===== config.mk =====
export PLATFORM = sky130hd
export DESIGN_NAME = kst_ctrl
export DESIGN_NICKNAME = d
export VERILOG_FILES = /design/src/hw/rtl/kruskal_spanning_tree_unit_defines.svh /design/src/hw/rtl/kst_pkg.sv /design/src/hw/rtl/kst_ctrl.sv
export SDC_FILE = /design/constraint.sdc
export NUM_CORES = 1
export LEC_CHECK = 0
export BUFFER_PORTS_ARGS = -buffer_cell sky130_fd_sc_hd__buf_4
export CORE_AREA = 2 2 39 41
export DETAILED_ROUTE_END_ITERATION = 8
export DIE_AREA = 0 0 41 43
export HOLD_SLACK_MARGIN = 0.1
export PLACE_DENSITY = 0.75
export SLEW_MARGIN = 25
export SYNTH_ARGS = -nofsm -noshare
export SYNTH_HDL_FRONTEND = slang
export SYNTH_SLANG_ARGS = --single-unit

===== constraint.sdc =====
create_clock -name clk -period 1.6 [get_ports clk]
set_clock_uncertainty 0.15 [all_clocks]
set_input_delay 0.24 -clock clk [delete_from_list [all_inputs] [get_ports clk]]
set_output_delay 0.24 -clock clk [all_outputs]
set_load 0.05 [all_outputs]

===== src/hw/rtl/kruskal_spanning_tree_unit_defines.svh =====
// assertion macros used by the spanning tree unit datapath
`ifndef KRUSKAL_SPANNING_TREE_UNIT_DEFINES_SVH
`define KRUSKAL_SPANNING_TREE_UNIT_DEFINES_SVH

// same-cycle implication, sampled on clk, off during reset
`define KST_ASSERT_NOW(lbl, ante, cons, msg) \
    lbl: assert property (@(posedge clk) disable iff (!rst_n) (ante) |-> (cons)) else $error(msg);

// next-cycle implication, sampled on clk, off during reset
`define KST_ASSERT_NEXT(lbl, ante, cons, msg) \
    lbl: assert property (@(posedge clk) disable iff (!rst_n) (ante) |=> (cons)) else $error(msg);

`endif


===== src/hw/rtl/kst_pkg.sv =====
// types, constants and state codes of the spanning tree unit
package kst_pkg;

    localparam int MAX_VERTICES = 64;
    localparam int MAX_EDGES    = 256;
    localparam int EIDX_W       = $clog2(MAX_EDGES);
    localparam int ECNT_W       = EIDX_W + 1;
    localparam int VID_W        = 6;
    localparam int VCNT_W       = 7;
    localparam int WGT_W        = 16;
    localparam int ID_W         = 8;
    localparam int CIDX_W       = 1;

    localparam logic [CIDX_W-1:0] CFG_WEIGHT_SELECT = 1'b0;
    localparam logic [CIDX_W-1:0] CFG_VERTEX_COUNT  = 1'b1;

    typedef struct packed {
        logic [ID_W-1:0]  edge_id;
        logic [VID_W-1:0] end_a;
        logic [VID_W-1:0] end_b;
        logic [WGT_W-1:0] weight_a;
        logic [WGT_W-1:0] weight_b;
        logic             final_edge;
    } edge_item_t;

    typedef struct packed {
        logic [ID_W-1:0]  tree_edge_id;
        logic [VID_W-1:0] tree_end_a;
        logic [VID_W-1:0] tree_end_b;
        logic             no_edge;
        logic             last_result;
    } tree_item_t;

    typedef struct packed {
        logic [ID_W-1:0]  id;
        logic [VID_W-1:0] a;
        logic [VID_W-1:0] b;
        logic [WGT_W-1:0] wa;
        logic [WGT_W-1:0] wb;
    } edge_rec_t;

    localparam int REC_W = $bits(edge_rec_t);

    typedef enum logic [3:0] {
        S_LOAD,
        S_INIT,
        S_SCAN_START,
        S_SCAN,
        S_FETCH,
        S_EDGE,
        S_CHECK,
        S_LB,
        S_CMP,
        S_RD,
        S_WR,
        S_EMIT,
        S_FINISH
    } kst_state_t;

    typedef struct packed {
        logic load_edge;
        logic init_wr;
        logic v_clr;
        logic scan_clr;
        logic scan_step;
        logic take_best;
        logic edge_latch;
        logic la_rd;
        logic lb_rd;
        logic lb_latch;
        logic relabel_rd;
        logic relabel_wr;
        logic emit;
        logic finish;
    } kst_cmd_t;

    typedef struct packed {
        logic init_done;
        logic scan_done;
        logic best_found;
        logic ends_ok;
        logic same_label;
        logic v_last;
        logic out_free;
    } kst_status_t;

endpackage


===== src/hw/rtl/kst_ctrl.sv =====
// sequencer for load, ordered scan, union and result emission
module kst_ctrl (
    input  logic                clk,
    input  logic                rst_n,
    input  logic                edge_valid,
    input  logic                edge_final,
    output logic                edge_ready,
    input  kst_pkg::kst_status_t status,
    output kst_pkg::kst_cmd_t   cmd
);
    import kst_pkg::*;

    kst_state_t state_reg, state_next;

    always_ff @(posedge clk or negedge rst_n)
    begin
        if (!rst_n)
        begin
            state_reg <= S_LOAD;
        end
        else
        begin
            state_reg <= state_next;
        end
    end

    always_comb
    begin
        state_next = state_reg;
        cmd        = '0;
        edge_ready = 1'b0;
        unique case (state_reg)
            S_LOAD:
            begin
                edge_ready = 1'b1;
                if (edge_valid)
                begin
                    cmd.load_edge = 1'b1;
                    if (edge_final)
                    begin
                        cmd.v_clr  = 1'b1;
                        state_next = S_INIT;
                    end
                end
            end
            S_INIT:
            begin
                cmd.init_wr = 1'b1;
                if (status.init_done)
                begin
                    state_next = S_SCAN_START;
                end
            end
            S_SCAN_START:
            begin
                cmd.scan_clr = 1'b1;
                state_next   = S_SCAN;
            end
            S_SCAN:
            begin
                cmd.scan_step = 1'b1;
                if (status.scan_done)
                begin
                    state_next = status.best_found ? S_FETCH : S_FINISH;
                end
            end
            S_FETCH:
            begin
                cmd.take_best = 1'b1;
                state_next    = S_EDGE;
            end
            S_EDGE:
            begin
                cmd.edge_latch = 1'b1;
                state_next     = S_CHECK;
            end
            S_CHECK:
            begin
                if (status.ends_ok)
                begin
                    cmd.la_rd  = 1'b1;
                    state_next = S_LB;
                end
                else
                begin
                    state_next = S_SCAN_START;
                end
            end
            S_LB:
            begin
                cmd.lb_rd  = 1'b1;
                state_next = S_CMP;
            end
            S_CMP:
            begin
                cmd.lb_latch = 1'b1;
                cmd.v_clr    = 1'b1;
                state_next   = status.same_label ? S_SCAN_START : S_RD;
            end
            S_RD:
            begin
                cmd.relabel_rd = 1'b1;
                state_next     = S_WR;
            end
            S_WR:
            begin
                cmd.relabel_wr = 1'b1;
                state_next     = status.v_last ? S_EMIT : S_RD;
            end
            S_EMIT:
            begin
                if (status.out_free)
                begin
                    cmd.emit   = 1'b1;
                    state_next = S_SCAN_START;
                end
            end
            S_FINISH:
            begin
                if (status.out_free)
                begin
                    cmd.finish = 1'b1;
                    state_next = S_LOAD;
                end
            end
            default:
            begin
                state_next = S_LOAD;
            end
        endcase
    end
endmodule


==> out/qor.csv <==
metric,value,unit
status,"complete, but fails checks",
violations,setup timing,
holdWs,0.201,ns
placed_cell_area,882,sq um
leakagePower,0.565,nW
crit_type,reg -> out,
power_density,2230,mW/mm^2
synth_flop_cell,dfrtp_1,
slowest_delay,0.47,ns
vdd_ir_drop_max,1.31,mV
synthTopCellsByArea,"dfrtp_1, nor3_1, nor2_1",
avgSynthCellArea,7.31,sq um
die_area,0.00176,sq mm
rsz0062_at_grt,yes,
grt_usage,0.295,
drt_wl_total,2810,um
ys_types,31,
final_max_slew_viol_count,0,
min_period,1.84,ns
numCtsBuffers,3,
routed_via_density,5.74,
placed_cells,116,
antenna_found_initial,0,
syn_area,475,sq um
clock_latency,0.25,ns
post_route_cells_drive_above_1_share,0.815,
htree_levels,1,
cts_tree,done,
hold_violations,0,
drt-pass1-iter-count,4,
relSlewSlack,0.803,
clock_sinks,4,
area_growth,171,%
core,0.00138,sq mm
drt_iter0_markers,16,
yosys.area.top_type,dfrtp_1,
synth_top_cell_area_share,0.211,
finalWorstSetupSlack,-0.238,ns
tightest_slew,0.293,ns
ant_nets,0,
top_layer,met4,
clockBufferDepth,2,
diodes,0,
port-buffer-count,25,
drt-met1-wl,1030,um
root_buffer,clkbuf_4,
drv_cap,0,
fin_crit_sh,1.15,
achievable-frequency,544,MHz
async_flop_share,1.00,
num_vias,775,
initial_core_util,0.344,
netlist_top_cells_count,"nor2_1, nand2_1, nor3_1",
die_h,43,um
yosysSeqAreaShare,0.211,
setup_viol,18,
io_pins,26,
largest_reg_flops,4,
grt_pass1_vias,792,
instances_no_fill,135,
cts.clk_slew.worst_paths,0.04,ns
hp-class,in -> async,
cpMaxStageDelayCell,dfrtp_2,
tns,-2.73,ns
fin_nets,132,
grt_first_pass_wirelength,3490,um
finalCoreUtilization,0.930,
synth-warning-count,0,
dp_hpwl,1240,um
drc,0,
routedWlPerCell,20.8,um
met2WireLength,1490,um
die_x,41,um
required,1.21,ns
syn_nets,76,
place.gp.congestion,0.869,
ys_seq_elements,4,
synth_edf_count,0,
design_area,0.00129,sq mm
grt-ovfl-total,0,
cp.arrival,1.45,ns
rows,14,
fill_cells,45,
start_kind,flip-flop,
crit_path_max_fanout,6,
grt_max_degree,10,
wl_met3,203,um
cp_cell_sequence,"nor4_4, and2_2, buf_6",
end_kind,primary output,
yosysMostFrequentCell,nor2_1,
syn_inst,65,
-- stage by stage --
stage / worst slack, ns / total power [mW]
2_1_floorplan: -0.391 / 1.40
3_3_place_gp: -0.0357 / 1.84
3_5_place_dp: -0.0933 / 1.87
4_1_cts: -0.186 / 2.45
5_1_grt: -0.269 / 2.98
6_report: -0.238 / 2.87
-- logic make-up after synthesis --
family | Yosys count | synth area share
DFF | 4 | 0.211
AOI/OAI and AO/OA | 15 | 0.232
and+or+nand+nor | 38 | 0.434
buffers and inverters | 6 | 0.0789
muxes | 2 | 0.0447
-- per-layer routing --
layer,up-vias,global-route usage
met5,-,0
met4,0,0.147
met3,10,0.0209
met2,43,0.478
met1,375,0.370
li1,347,-
-- power by group --
group	internal, mW	switching [mW]	total (mW)
Combinational	1.15	1.30	2.44
Sequential	0.158	0.142	0.300
Clock	0.0843	0.0479	0.132
Total	1.39	1.49	2.87
-- worst max-delay path: cells and delay by family, from the launching register on --
family | cells | cell delay, ns
AND/OR/NAND/NOR | 2 | 0.58
flip-flops | 1 | 0.47
buffers and inverters | 1 | 0.15
-- path summary, 6_finish.rpt --
check | from | end | slack, ns | depth (start not counted)
max | state_reg[0] | cmd[13] | -0.24 | 3
min | rst_n | state_reg[0] | 0.20 | 2
max reg2reg | state_reg[0] | state_reg[0] | -0.16 | 5
min reg2reg | state_reg[3] | state_reg[2] | 0.53 | 1
max in group asynchronous | rst_n | state_reg[3] | 0.97 | 2
min in group clk | edge_final | state_reg[3] | 0.35 | 5
-- timing repair --
item	CTS	global route
setup buffers	10	5
endpoints found under the setup margin	18	19
gates resized for setup	37	28
pin swaps	6	6
hold endpoints to repair	5	0
hold buffers	2	0
-- layout by cell type, fill, tap and decap left out, types with 2 or more instances in the layout --
cell	n
buf_4	25
buf_6	24
nor3_4	6
nor2_4	4
buf_8	4
dfrtp_2	4
nor2_2	3
nand2_4	3
a21oi_1	3
nand3_2	3
nor2b_1	3
nand2_1	3
clkbuf_4	3
nand2b_4	2
nor4_4	2
nand2b_1	2
and2_2	2
o21a_1	2
dlygate4sd3_1	2
-- cell type report --
cell class	count	area, sq um	share of cell area
clock buffer	3	22.5	0.0175
inverter	1	3.75	0.00292
multi-input combinational	55	578	0.449
sequential	4	105	0.0816
tap	16	20.0	0.0155
timing repair buffer	56	558	0.433
No activity file was read; power rests on OpenSTA's default activity.
